## src/rtl/core/bld_pkg.sv

```systemverilog
// ----------------------------------------------------------------------------
// Battery low detector package
// Shared widths, reset values and register indexes of the battery low
// detector.
// ----------------------------------------------------------------------------
package bld_pkg;

	localparam int SAMPLE_W     = 12;
	localparam int ADC_BITS_DEF = 12;
	localparam int CAL_W        = 12;
	localparam int MV_W         = 16;
	localparam int LVL_W        = 10;
	localparam int THR_W        = 7;
	localparam int MAR_W        = 6;
	localparam int CFG_W        = 16;
	localparam int IDX_W        = 3;
	localparam int PROD_W       = 24;
	localparam int DIFF_W       = PROD_W + 1;
	localparam int SCL_W        = 31;
	localparam int CMP_W        = LVL_W + 1;

	localparam int FULL_SCALE_MV = 3300;
	localparam int PERCENT       = 100;

	localparam logic [CAL_W-1:0] CAL_RST  = CAL_W'(1520);
	localparam logic [MV_W-1:0]  VMIN_RST = MV_W'(2700);
	localparam logic [MV_W-1:0]  SPAN_RST = MV_W'(600);
	localparam logic [THR_W-1:0] THR_RST  = THR_W'(15);
	localparam logic [MAR_W-1:0] MAR_RST  = MAR_W'(2);

	localparam logic [IDX_W-1:0] REG_CAL  = IDX_W'(0);
	localparam logic [IDX_W-1:0] REG_VMIN = IDX_W'(1);
	localparam logic [IDX_W-1:0] REG_SPAN = IDX_W'(2);
	localparam logic [IDX_W-1:0] REG_THR  = IDX_W'(3);
	localparam logic [IDX_W-1:0] REG_MAR  = IDX_W'(4);

	localparam logic signed [LVL_W-1:0] LVL_MAX = LVL_W'(511);
	localparam logic signed [LVL_W-1:0] LVL_MIN = LVL_W'(-512);

	typedef logic signed [LVL_W-1:0] level_t;

endpackage

```

## src/rtl/core/battery_low_detector_hysteresis.sv

```systemverilog
// ----------------------------------------------------------------------------
// Battery low detector with hysteresis
// Converts a reference-channel ADC sample to supply millivolts and a charge
// level in percent, and keeps a low-battery flag with a hysteresis band.
// ----------------------------------------------------------------------------
// One transaction in gives one transaction out. A nonzero sample runs through
// the millivolt divider, the difference and scale steps, the level divider
// (skipped when the span is zero) and the hysteresis step before its result
// is ready. A zero sample skips both dividers and goes straight to the done
// state with a divide error result. Only one sample is in work at a time; a
// new sample is accepted while a finished result still waits on the output.
module battery_low_detector_hysteresis #(
	parameter int ADC_BITS = bld_pkg::ADC_BITS_DEF
) (
	input  logic                         clk,
	input  logic                         arst_n,
	input  logic                         in_valid,
	output logic                         in_stall,
	input  logic [bld_pkg::SAMPLE_W-1:0] adc_sample,
	output logic                         out_valid,
	input  logic                         out_stall,
	output logic                         low_battery,
	output logic signed [bld_pkg::LVL_W-1:0] charge_level,
	output logic [bld_pkg::MV_W-1:0]     supply_mv,
	output logic                         divide_error,
	input  logic                         cfg_we,
	input  logic [bld_pkg::IDX_W-1:0]    cfg_index,
	input  logic [bld_pkg::CFG_W-1:0]    cfg_wdata
);
	import bld_pkg::*;

	localparam int SMP_W = (ADC_BITS < SAMPLE_W) ? ADC_BITS : SAMPLE_W;

	localparam logic [2:0] ST_IDLE  = 3'd0;
	localparam logic [2:0] ST_DIV1  = 3'd1;
	localparam logic [2:0] ST_DIFF  = 3'd2;
	localparam logic [2:0] ST_SCALE = 3'd3;
	localparam logic [2:0] ST_DIV2  = 3'd4;
	localparam logic [2:0] ST_HYST  = 3'd5;
	localparam logic [2:0] ST_DONE  = 3'd6;

	logic [2:0]       state_q;
	logic [CAL_W-1:0] cal_q;
	logic [MV_W-1:0]  vmin_q;
	logic [MV_W-1:0]  span_q;
	logic [THR_W-1:0] thr_q;
	logic [MAR_W-1:0] mar_q;
	logic             was_low_q;

	logic [PROD_W-1:0]      volts_q;
	logic signed [DIFF_W-1:0] diff_q;
	level_t                 level_q;
	logic                   res_low_q;
	level_t                 res_lvl_q;
	logic [MV_W-1:0]        res_mv_q;
	logic                   res_err_q;

	logic             out_valid_q;
	logic             out_low_q;
	level_t           out_lvl_q;
	logic [MV_W-1:0]  out_mv_q;
	logic             out_err_q;

	logic              in_accept;
	logic [SMP_W-1:0]  sample;
	logic              sample_zero;
	logic [PROD_W-1:0] product;
	logic              div1_start;
	logic              div1_done;
	logic [PROD_W-1:0] div1_quo;

	logic [DIFF_W-1:0] diff_mag;
	logic [SCL_W-1:0]  scaled;
	logic              div2_start;
	logic              div2_done;
	logic [SCL_W-1:0]  div2_quo;
	level_t            level_clamp;
	level_t            level_zero_span;

	logic signed [CMP_W-1:0] lvl_ext;
	logic signed [CMP_W-1:0] thr_hi;
	logic signed [CMP_W-1:0] thr_lo;
	logic                    low_next;
	logic                    out_free;

	assign in_stall    = (state_q != ST_IDLE);
	assign in_accept   = in_valid && !in_stall;
	assign sample      = adc_sample[SMP_W-1:0];
	assign sample_zero = (sample == '0);
	assign product     = PROD_W'(FULL_SCALE_MV) * PROD_W'(cal_q);
	assign div1_start  = in_accept && !sample_zero;

	bld_sdiv #(
		.NUM_W(PROD_W),
		.DEN_W(SMP_W)
	) u_div_mv (
		.clk    (clk),
		.arst_n (arst_n),
		.start  (div1_start),
		.num    (product),
		.den    (sample),
		.done   (div1_done),
		.quo    (div1_quo)
	);

	assign diff_mag   = diff_q[DIFF_W-1] ? DIFF_W'(-diff_q) : DIFF_W'(diff_q);
	assign scaled     = SCL_W'(diff_mag) * SCL_W'(PERCENT);
	assign div2_start = (state_q == ST_SCALE) && (span_q != '0);

	bld_sdiv #(
		.NUM_W(SCL_W),
		.DEN_W(MV_W)
	) u_div_lvl (
		.clk    (clk),
		.arst_n (arst_n),
		.start  (div2_start),
		.num    (scaled),
		.den    (span_q),
		.done   (div2_done),
		.quo    (div2_quo)
	);

	always_comb begin
		if (diff_q[DIFF_W-1]) begin
			if (div2_quo > SCL_W'(512)) begin
				level_clamp = LVL_MIN;
			end else begin
				level_clamp = level_t'(-div2_quo[LVL_W-1:0]);
			end
		end else begin
			if (div2_quo > SCL_W'(511)) begin
				level_clamp = LVL_MAX;
			end else begin
				level_clamp = level_t'(div2_quo[LVL_W-1:0]);
			end
		end
	end

	always_comb begin
		if (diff_q[DIFF_W-1]) begin
			level_zero_span = LVL_MIN;
		end else if (diff_q != '0) begin
			level_zero_span = LVL_MAX;
		end else begin
			level_zero_span = '0;
		end
	end

	// The saturated level gives the same decisions, since both bounds lie
	// well inside the output range.
	assign lvl_ext  = CMP_W'(level_q);
	assign thr_hi   = $signed(CMP_W'(thr_q) + CMP_W'(mar_q));
	assign thr_lo   = $signed(CMP_W'(thr_q) - CMP_W'(mar_q));
	assign low_next = was_low_q ? (lvl_ext < thr_hi) : (lvl_ext <= thr_lo);
	assign out_free = !out_valid_q || !out_stall;

	always_ff @(posedge clk or negedge arst_n) begin
		if (!arst_n) begin
			cal_q  <= CAL_RST;
			vmin_q <= VMIN_RST;
			span_q <= SPAN_RST;
			thr_q  <= THR_RST;
			mar_q  <= MAR_RST;
		end else if (cfg_we) begin
			case (cfg_index)
				REG_CAL:  cal_q  <= cfg_wdata[CAL_W-1:0];
				REG_VMIN: vmin_q <= cfg_wdata[MV_W-1:0];
				REG_SPAN: span_q <= cfg_wdata[MV_W-1:0];
				REG_THR:  thr_q  <= cfg_wdata[THR_W-1:0];
				REG_MAR:  mar_q  <= cfg_wdata[MAR_W-1:0];
				default: ;
			endcase
		end
	end

	always_ff @(posedge clk or negedge arst_n) begin
		if (!arst_n) begin
			state_q     <= ST_IDLE;
			was_low_q   <= 1'b0;
			out_valid_q <= 1'b0;
		end else begin
			if ((state_q == ST_DONE) && out_free) begin
				out_valid_q <= 1'b1;
			end else if (!out_stall) begin
				out_valid_q <= 1'b0;
			end
			case (state_q)
				ST_IDLE: begin
					if (in_accept) begin
						state_q <= sample_zero ? ST_DONE : ST_DIV1;
					end
				end
				ST_DIV1: begin
					if (div1_done) begin
						state_q <= ST_DIFF;
					end
				end
				ST_DIFF: begin
					state_q <= ST_SCALE;
				end
				ST_SCALE: begin
					state_q <= (span_q != '0) ? ST_DIV2 : ST_HYST;
				end
				ST_DIV2: begin
					if (div2_done) begin
						state_q <= ST_HYST;
					end
				end
				ST_HYST: begin
					was_low_q <= low_next;
					state_q   <= ST_DONE;
				end
				ST_DONE: begin
					if (out_free) begin
						state_q <= ST_IDLE;
					end
				end
				default: begin
					state_q <= ST_IDLE;
				end
			endcase
		end
	end

	always_ff @(posedge clk) begin
		if (in_accept && sample_zero) begin
			res_low_q <= was_low_q;
			res_lvl_q <= '0;
			res_mv_q  <= '0;
			res_err_q <= 1'b1;
		end
		if ((state_q == ST_DIV1) && div1_done) begin
			volts_q <= div1_quo;
		end
		if (state_q == ST_DIFF) begin
			diff_q <= $signed(DIFF_W'(volts_q)) - $signed(DIFF_W'(vmin_q));
		end
		if ((state_q == ST_SCALE) && (span_q == '0)) begin
			level_q <= level_zero_span;
		end
		if ((state_q == ST_DIV2) && div2_done) begin
			level_q <= level_clamp;
		end
		if (state_q == ST_HYST) begin
			res_low_q <= low_next;
			res_lvl_q <= level_q;
			res_mv_q  <= (volts_q[PROD_W-1:MV_W] != '0) ? '1 : volts_q[MV_W-1:0];
			res_err_q <= 1'b0;
		end
		if ((state_q == ST_DONE) && out_free) begin
			out_low_q <= res_low_q;
			out_lvl_q <= res_lvl_q;
			out_mv_q  <= res_mv_q;
			out_err_q <= res_err_q;
		end
	end

	assign out_valid    = out_valid_q;
	assign low_battery  = out_low_q;
	assign charge_level = out_lvl_q;
	assign supply_mv    = out_mv_q;
	assign divide_error = out_err_q;

endmodule

```

## src/rtl/core/bld_sdiv.sv

```systemverilog
// ----------------------------------------------------------------------------
// Bit-serial unsigned divider
// Restoring division that retires one quotient bit per cycle. The dividend
// shifts out of the top of a shift register while the quotient bits shift in.
// ----------------------------------------------------------------------------
module bld_sdiv #(
	parameter int NUM_W = 24,
	parameter int DEN_W = 16
) (
	input  logic             clk,
	input  logic             arst_n,
	input  logic             start,
	input  logic [NUM_W-1:0] num,
	input  logic [DEN_W-1:0] den,
	output logic             done,
	output logic [NUM_W-1:0] quo
);
	localparam int CNT_W = $clog2(NUM_W + 1);

	logic [NUM_W-1:0] num_q;
	logic [DEN_W-1:0] den_q;
	logic [DEN_W-1:0] rem_q;
	logic [CNT_W-1:0] cnt_q;
	logic             busy_q;
	logic             done_q;
	logic [DEN_W:0]   trial;
	logic             ge;
	logic [DEN_W:0]   diff;

	assign trial = {rem_q, num_q[NUM_W-1]};
	assign ge    = trial >= {1'b0, den_q};
	assign diff  = trial - {1'b0, den_q};

	always_ff @(posedge clk or negedge arst_n) begin
		if (!arst_n) begin
			busy_q <= 1'b0;
			done_q <= 1'b0;
			cnt_q  <= '0;
		end else begin
			done_q <= 1'b0;
			if (start) begin
				busy_q <= 1'b1;
				cnt_q  <= CNT_W'(NUM_W);
			end else if (busy_q) begin
				cnt_q <= cnt_q - 1'b1;
				if (cnt_q == CNT_W'(1)) begin
					busy_q <= 1'b0;
					done_q <= 1'b1;
				end
			end
		end
	end

	always_ff @(posedge clk) begin
		if (start) begin
			num_q <= num;
			den_q <= den;
			rem_q <= '0;
		end else if (busy_q) begin
			num_q <= {num_q[NUM_W-2:0], ge};
			rem_q <= ge ? diff[DEN_W-1:0] : trial[DEN_W-1:0];
		end
	end

	assign done = done_q;
	assign quo  = num_q;

endmodule
```

## config.mk

```make
export PLATFORM = sky130hd
export DESIGN_NAME = battery_low_detector_hysteresis
export DESIGN_NICKNAME = d
export VERILOG_FILES = /design/src/rtl/core/bld_pkg.sv /design/src/rtl/core/battery_low_detector_hysteresis.sv /design/src/rtl/core/bld_sdiv.sv
export SDC_FILE = /design/constraint.sdc
export NUM_CORES = 1
export LEC_CHECK = 0
export ABC_AREA = 1
export ABC_CLOCK_PERIOD_IN_PS = 5850
export BUFFER_PORTS_ARGS = -buffer_cell sky130_fd_sc_hd__buf_2
export CAP_MARGIN = 20
export CORE_ASPECT_RATIO = 1.2
export CORE_MARGIN = 2
export CORE_UTILIZATION = 64
export CTS_CLUSTER_DIAMETER = 120
export CTS_CLUSTER_SIZE = 20
export DETAILED_ROUTE_END_ITERATION = 12
export MAX_ROUTING_LAYER = met4
export PLACE_DENSITY = 0.93
export SETUP_SLACK_MARGIN = 0.5
export SYNTH_ARGS = -nofsm -noshare
export SYNTH_HDL_FRONTEND = slang
export SYNTH_HIERARCHICAL = 1
export SYNTH_SLANG_ARGS = --single-unit
export TNS_END_PERCENT = 100
```

## constraint.sdc

```tcl
create_clock -name clk -period 5.85 [get_ports clk]
set_input_delay 1.17 -clock clk [delete_from_list [all_inputs] [get_ports clk]]
set_output_delay 1.17 -clock clk [all_outputs]
set_load 0.02 [all_outputs]
```

==> flow_metrics.tcl, run 1 <==
set metrics [dict create \
    outcome "complete, no violations" \
    synth-edff-count 197 \
    grt.total_usage 0.305 \
    synth_warnings 6 \
    finalCritPeriodShare 0.800 \
    ys_seq_elements 302 \
    globalRoute.totalOverflow 0 \
    hp-class "reg2reg" \
    grt_antenna_before_repair 0 \
    viasPerCell 5.59 \
    synth.avg_cell_area_sq_um 8.03 \
    gp_congestion 1.00 \
    core-area_sq_mm 0.0342 \
    maxCapViolCount 0 \
    period_minus_slack_ns 4.68 \
    grt_max_degree 77 \
    cp_max_fo 5 \
    die_h_um 208 \
    drv_slew 0 \
    wirelength_um 53300 \
    final_nets 3145 \
    drive_gt1_frac 0.0690 \
    cp_slowest_cell "dfstp_2" \
    cts_resized 0 \
    endpoint_kind "register" \
    ys.flop_type "edfxtp_1" \
    max-clock-path-buffers 3 \
    tritoncts "yes" \
    synthToLayoutAreaGrowth_pct 6.21 \
    ant_nets 0 \
    wl_per_cell_um 16.2 \
    synthArstFlopShare 0.252 \
    slew_headroom 0.255 \
    cts_setup_buffers 0 \
    firstDrtPassIters 6 \
    portBuffers 65 \
    max_stage_delay_ns 0.60 \
    r2r_start "cal_q[5]" \
    cts_hold_buffers 0 \
    r2r_cells 21 \
    post-dp-hpwl_um 42200 \
    numCtsBuffers 19 \
    whs_path_depth 0 \
    final_cells 3295 \
    setup_viol 0 \
    vias 18400 \
    path_clk_slew_ns 0.09 \
    fmax_ghz 0.214 \
    hold_start "res_mv_q[13]" \
    netlist_area_sq_mm 0.0222 \
    crit_path_start "cal_q[5]" \
    yosysSeqAreaShare 0.379 \
    dp_cells 3260 \
    drcViolationCount 0 \
    die_x_um 174 \
    finalSetupTns_ns 0 \
    timing.final.ws_setup_ns 1.17 \
    drt_iter0_drc 1510 \
    crit_top_cell "nand2_1" \
    worst_clock_skew_ns 0.0381 \
    cts-root-buf "clkbuf_16" \
    synthCells 2770 \
    worstMarginPinSlew_ns 1.11 \
    crit_chain "ha_1, ha_1, inv_1, fa_1, inv_1, fa_1, inv_1, fa_1, inv_1, ha_1, a21o_1, nand3_1, nand3_1, nand2_1, nand2_1, nand2_1, nand2_1, nand2_1, nand2_1, nand2_1, nand2_1" \
    critPathKind "reg2reg" \
    diodes 0 \
    h-tree-depth 1 \
    start_util 0.651 \
    hold_viol 0 \
    arrival_ns 4.96 \
    die-area_sq_mm 0.0363 \
    boundaryPins 66 \
    clock_latency_ns 0.55 \
    dp_worst_setup_slack_ns 1.21 \
    grt_pass1_vias 18500 \
    grt_pass1_wl_um 87100 \
    synth_cell_type_count 54 \
    start_kind "register" \
    worstPathRequired_ns 6.13 \
    rsz0062_at_grt "false" \
    rows 74 \
    clkSinkCount 302 \
]
-- cells by family (layout without fill, tap and decap cells) --
family | Yosys count | in the layout | share of synthesized area
simple gates | 1264 | 1264 | 0.242
buf+inv | 555 | 621 | 0.0959
flops | 302 | 302 | 0.379
fa+ha+maj | 283 | 283 | 0.177
compound gates | 262 | 262 | 0.0644
xor+xnor | 103 | 103 | 0.0412
other cells | 1 | 4 | 0.000169
-- critical path: cells and delay by family (launching register included) --
| family | cells | cell delay [ns] |
|---|---|---|
| compound gates | 1 | 0.22 |
| simple gates | 10 | 0.84 |
| fa+ha+maj | 6 | 2.53 |
| buf+inv | 4 | 0.22 |
| flops | 1 | 0.60 |
-- cell usage after synthesis, drive strengths merged (8+ instances only) --
| library cell | count | area, sq um |
|---|---|---|
| a21o | 9 | 67.6 |
| a21oi | 102 | 514 |
| buf | 21 | 129 |
| clkbuf | 23 | 86.3 |
| dfrtp | 56 | 1400 |
| dfstp | 20 | 526 |
| dfxtp | 29 | 581 |
| edfxtp | 197 | 5920 |
| fa | 53 | 1060 |
| ha | 230 | 2880 |
| inv | 510 | 1910 |
| nand2 | 785 | 3020 |
| nand3 | 169 | 901 |
| nand3b | 9 | 67.6 |
| nand4 | 49 | 307 |
| nor2 | 213 | 847 |
| nor3 | 27 | 161 |
| o21ai | 125 | 659 |
| o21bai | 8 | 60.1 |
| xnor2 | 24 | 210 |
| xor2 | 79 | 707 |
-- cells in the final DEF, fill, tap and decap left out, types with 13 or more instances in the layout --
master	Yosys	final
inv_1	501	501
xnor2_1	24	24
xor2_1	77	77
ha_1	230	230
nor2_1	200	198
dfstp_2	20	20
fa_1	53	53
clkbuf_1	23	13
buf_2	15	64
nand2_1	761	761
a21oi_1	101	100
dfxtp_1	29	29
nand2_2	22	22
nand3_1	158	158
o21ai_0	114	114
dfrtp_1	56	56
nor3_1	23	21
clkbuf_16	0	19
edfxtp_1	197	197
nand4_1	49	49
-- worst paths after layout --
| check | end | slack [ns] |
|---|---|---|
| setup / recovery | u_div_mv/quo[20] | 1.17 |
| hold / removal | supply_mv[13] | 0.42 |
| setup reg to reg | u_div_mv/quo[20] | 1.17 |
| hold reg to reg | supply_mv[13] | 0.42 |
| max in group asynchronous | cal_q[1] | 4.40 |
| min in group asynchronous | was_low_q | 0.75 |
-- metrics by stage --
step | hold WS (ns) | util | instance area [sq um]
finish | 0.425 | 0.691 | 23600
detailed placement | 0.405 | 0.674 | 23000
global placement | 0.401 | 0.674 | 23000
CTS | 0.416 | 0.691 | 23600
global route | 0.434 | 0.691 | 23600
floorplan | 0.400 | - | 22300
-- layout make-up --
cell class,instances,area [sq um]
clock buffers,32,524
clock inverters,2,28.8
inverters,511,1920
fillers,2611,10500
flip-flops and latches,302,8420
well taps,456,571
repair buffers,76,430
multi-input cells,1916,11700
-- routing by layer --
layer / share of wire / GRT usage / up-vias
met5: 0 / - / -
met2: 0.52 / 0.548 / 619
met4: 0.050 / 0.147 / 0
met1: 0.38 / 0.337 / 8688
met3: 0.051 / 0.0309 / 184
li1: - / - / 8943
-- registers in the layout (all words and copies together) (netlist names), 6 cells and up --
name and flops:
u_div_lvl/quo 31, diff_q 25, u_div_mv/quo 24, volts_q 24, res_mv_q 16, span_q 16, supply_mv 16, u_div_lvl/den_q 16
u_div_lvl/rem_q 16, vmin_q 16, cal_q 12, u_div_mv/den_q 12, u_div_mv/rem_q 12, charge_level 10, level_q 10, res_lvl_q 10
thr_q 7, mar_q 6
Power of run 1 is not shown: default switching activity piles up to over one toggle a cycle in this logic, so the estimate is an artifact.
==> inputs of run 2 (changes only) <==
--- a/config.mk
+++ b/config.mk
@@ -6,17 +6,17 @@
 export NUM_CORES = 1
 export LEC_CHECK = 0
 export ABC_AREA = 1
-export ABC_CLOCK_PERIOD_IN_PS = 5850
+export ABC_CLOCK_PERIOD_IN_PS = 4100
 export BUFFER_PORTS_ARGS = -buffer_cell sky130_fd_sc_hd__buf_2
 export CAP_MARGIN = 20
 export CORE_ASPECT_RATIO = 1.2
 export CORE_MARGIN = 2
-export CORE_UTILIZATION = 64
+export CORE_UTILIZATION = 58
 export CTS_CLUSTER_DIAMETER = 120
 export CTS_CLUSTER_SIZE = 20
 export DETAILED_ROUTE_END_ITERATION = 12
 export MAX_ROUTING_LAYER = met4
-export PLACE_DENSITY = 0.93
+export PLACE_DENSITY = 0.89
 export SETUP_SLACK_MARGIN = 0.5
 export SYNTH_ARGS = -nofsm -noshare
 export SYNTH_HDL_FRONTEND = slang
==> constraint.sdc (replaced) <==
create_clock -name clk -period 4.1 [get_ports clk]
set_input_delay 0.82 -clock clk [delete_from_list [all_inputs] [get_ports clk]]
set_output_delay 0.82 -clock clk [all_outputs]
set_load 0.02 [all_outputs]
==> run 2 against run 1 <==
  * The run now ends with negative setup slack left
  * Sequential share of layout area down 4.8 points
  * Final cell count up 5.9%
  * Maximum frequency down 3.7%
  * Worst setup slack worse by 1.9 ns
  * Flip-flop and latch count unchanged
  * Clock skew down 0.0045 ns
  * Die area up 10%
  * Via count up 13%
  * Wire length up 34%
  * Count of clock-buffer cells in the layout down 1
  * Non-clock buffer count up 166
  * Hold slack worse by 0.34 ns
  * Critical path type unchanged
  * Critical endpoint is now u_div_lvl/quo[27]
  * Largest cell class unchanged
==> flow_metrics.tcl, run 2 (synthesized netlist as in run 1, its figures left out) <==
set metrics [dict create \
    outcome "complete, but fails checks" \
    violations "negative setup slack" \
    largest_reg_flops 31 \
    globalRoute.totalOverflow 0 \
    grt_pass1_wl_um 93800 \
    worstPathRequired_ns 4.40 \
    synthToLayoutAreaGrowth_pct 23.0 \
    die_x_um 183 \
    vias 20800 \
    drt_iter0_drc 2397 \
    grt_max_degree 77 \
    portBuffers 65 \
    period_minus_slack_ns 4.86 \
    post-dp-hpwl_um 43000 \
    firstDrtPassIters 12 \
    grt.total_usage 0.303 \
    tritoncts "yes" \
    setup_viol 28 \
    slew_headroom 0.334 \
    critPathKind "reg2reg" \
    final_cell_mix "nand2_1 (697), inv_1 (438), edfxtp_1 (197)" \
    rsz0062_at_grt "true" \
    worstMarginPinSlew_ns 0.997 \
    clock_latency_ns 0.55 \
    max-clock-path-buffers 3 \
    final_nets 3311 \
    endpoint_kind "register" \
    rows 78 \
    drcViolationCount 0 \
    start_kind "register" \
    gp_congestion 0.996 \
    drive_gt1_frac 0.234 \
    maxCapViolCount 0 \
    numCtsBuffers 19 \
    cp_max_fo 4 \
    ant_nets 0 \
    viasPerCell 5.98 \
    wl_per_cell_um 20.5 \
    timing.final.ws_setup_ns -0.761 \
    die_h_um 219 \
    drv_slew 0 \
    path_clk_slew_ns 0.09 \
    finalCritPeriodShare 1.19 \
    start_util 0.589 \
    h-tree-depth 1 \
    clkSinkCount 302 \
    die-area_sq_mm 0.0399 \
    hold_viol 0 \
    fmax_ghz 0.206 \
    grt_antenna_before_repair 0 \
    cts-root-buf "clkbuf_16" \
    worst_clock_skew_ns 0.0337 \
    wirelength_um 71500 \
    grt_pass1_vias 19600 \
    core-area_sq_mm 0.0378 \
    final_common_cell "nand2_1" \
    fin_util 0.724 \
    r2r_cells 21 \
    hp-class "in2async" \
    arrival_ns 5.16 \
    boundaryPins 66 \
]
-- run 2: cell types whose count changed in the layout (fill, tap and decap cells not counted), moves of 24 or more --
| cell | change |
|---|---|
| nand2_1 | -64 |
| ha_4 | +77 |
| nor2_1 | -40 |
| buf_4 | +139 |
| inv_2 | +56 |
| a21oi_1 | -24 |
| nand2_4 | +31 |
| nand2_2 | +30 |
| ha_1 | -80 |
| inv_1 | -63 |
-- run 2: stage by stage --
stage                     setup TNS (ns)  hold WS [ns]  worst slack [ns]  std cells  area [sq um]
after floorplan                        0         0.400            0.0770       2773         22800
after global placement            -0.327         0.400           -0.0958       3352         24200
after detailed placement           -1.12         0.405            -0.191       3352         24200
after CTS                         -0.964         0.418            -0.150       3435         25900
after global routing              -10.29        0.0786            -0.951       3485         27300
final                              -7.04        0.0862            -0.761       3488         27300
-- run 2: repair_timing --
item | in CTS | in global routing
endpoints found under the setup margin | 33 | 34
pin swaps | 122 | 167
setup buffers | 49 | 47
hold buffers | 0 | 0
resized for setup | 165 | 210
-- run 2: final cells by class --
type / instances / area [sq um]
multi-input combinational: 1916 / 14000
fill: 2425 / 10400
sequential: 302 / 8430
inverter: 511 / 1940
timing repair buffer: 242 / 1800
tap: 480 / 601
clock buffer: 31 / 531
clock inverter: 3 / 31.3
antenna: 3 / 7.51
-- run 2: layer usage --
layer	share of wire	GRT usage	vias to the layer above
met5	0	-	-
met4	0.095	0.184	0
met3	0.076	0.0310	532
met2	0.49	0.553	1298
met1	0.34	0.313	9749
li1	-	-	9264
-- run 2: final timing paths --
kind	start	to	slack, ns
min in group clk	res_mv_q[8]	supply_mv[8]	0.42
max reg2reg	diff_q[1]	u_div_lvl/quo[27]	-0.76
min reg2reg	res_mv_q[8]	supply_mv[8]	0.42
max in group asynchronous	arst_n	span_q[3]	3.39
max	diff_q[1]	u_div_lvl/quo[27]	-0.76
min	arst_n	state_q[2]	0.09
-- run 2: critical path, stage by stage, from the launching register on --
cell      delay, ns
edfxtp_1       0.43
inv_2          0.13
buf_4          0.15
nand3_4        0.14
inv_4          0.13
buf_4          0.11
nand4_1        0.28
xor2_2         0.31
o21ai_2        0.24
ha_4           0.25
ha_4           0.26
inv_2          0.05
fa_1           0.69
inv_2          0.08
ha_4           0.34
nand2_4        0.10
nor3_4         0.20
o211ai_1       0.34
nand4_1        0.22
nand2_1        0.07
nand2_1        0.06
nand2_1        0.05
Power of run 2 is left out for the same reason.
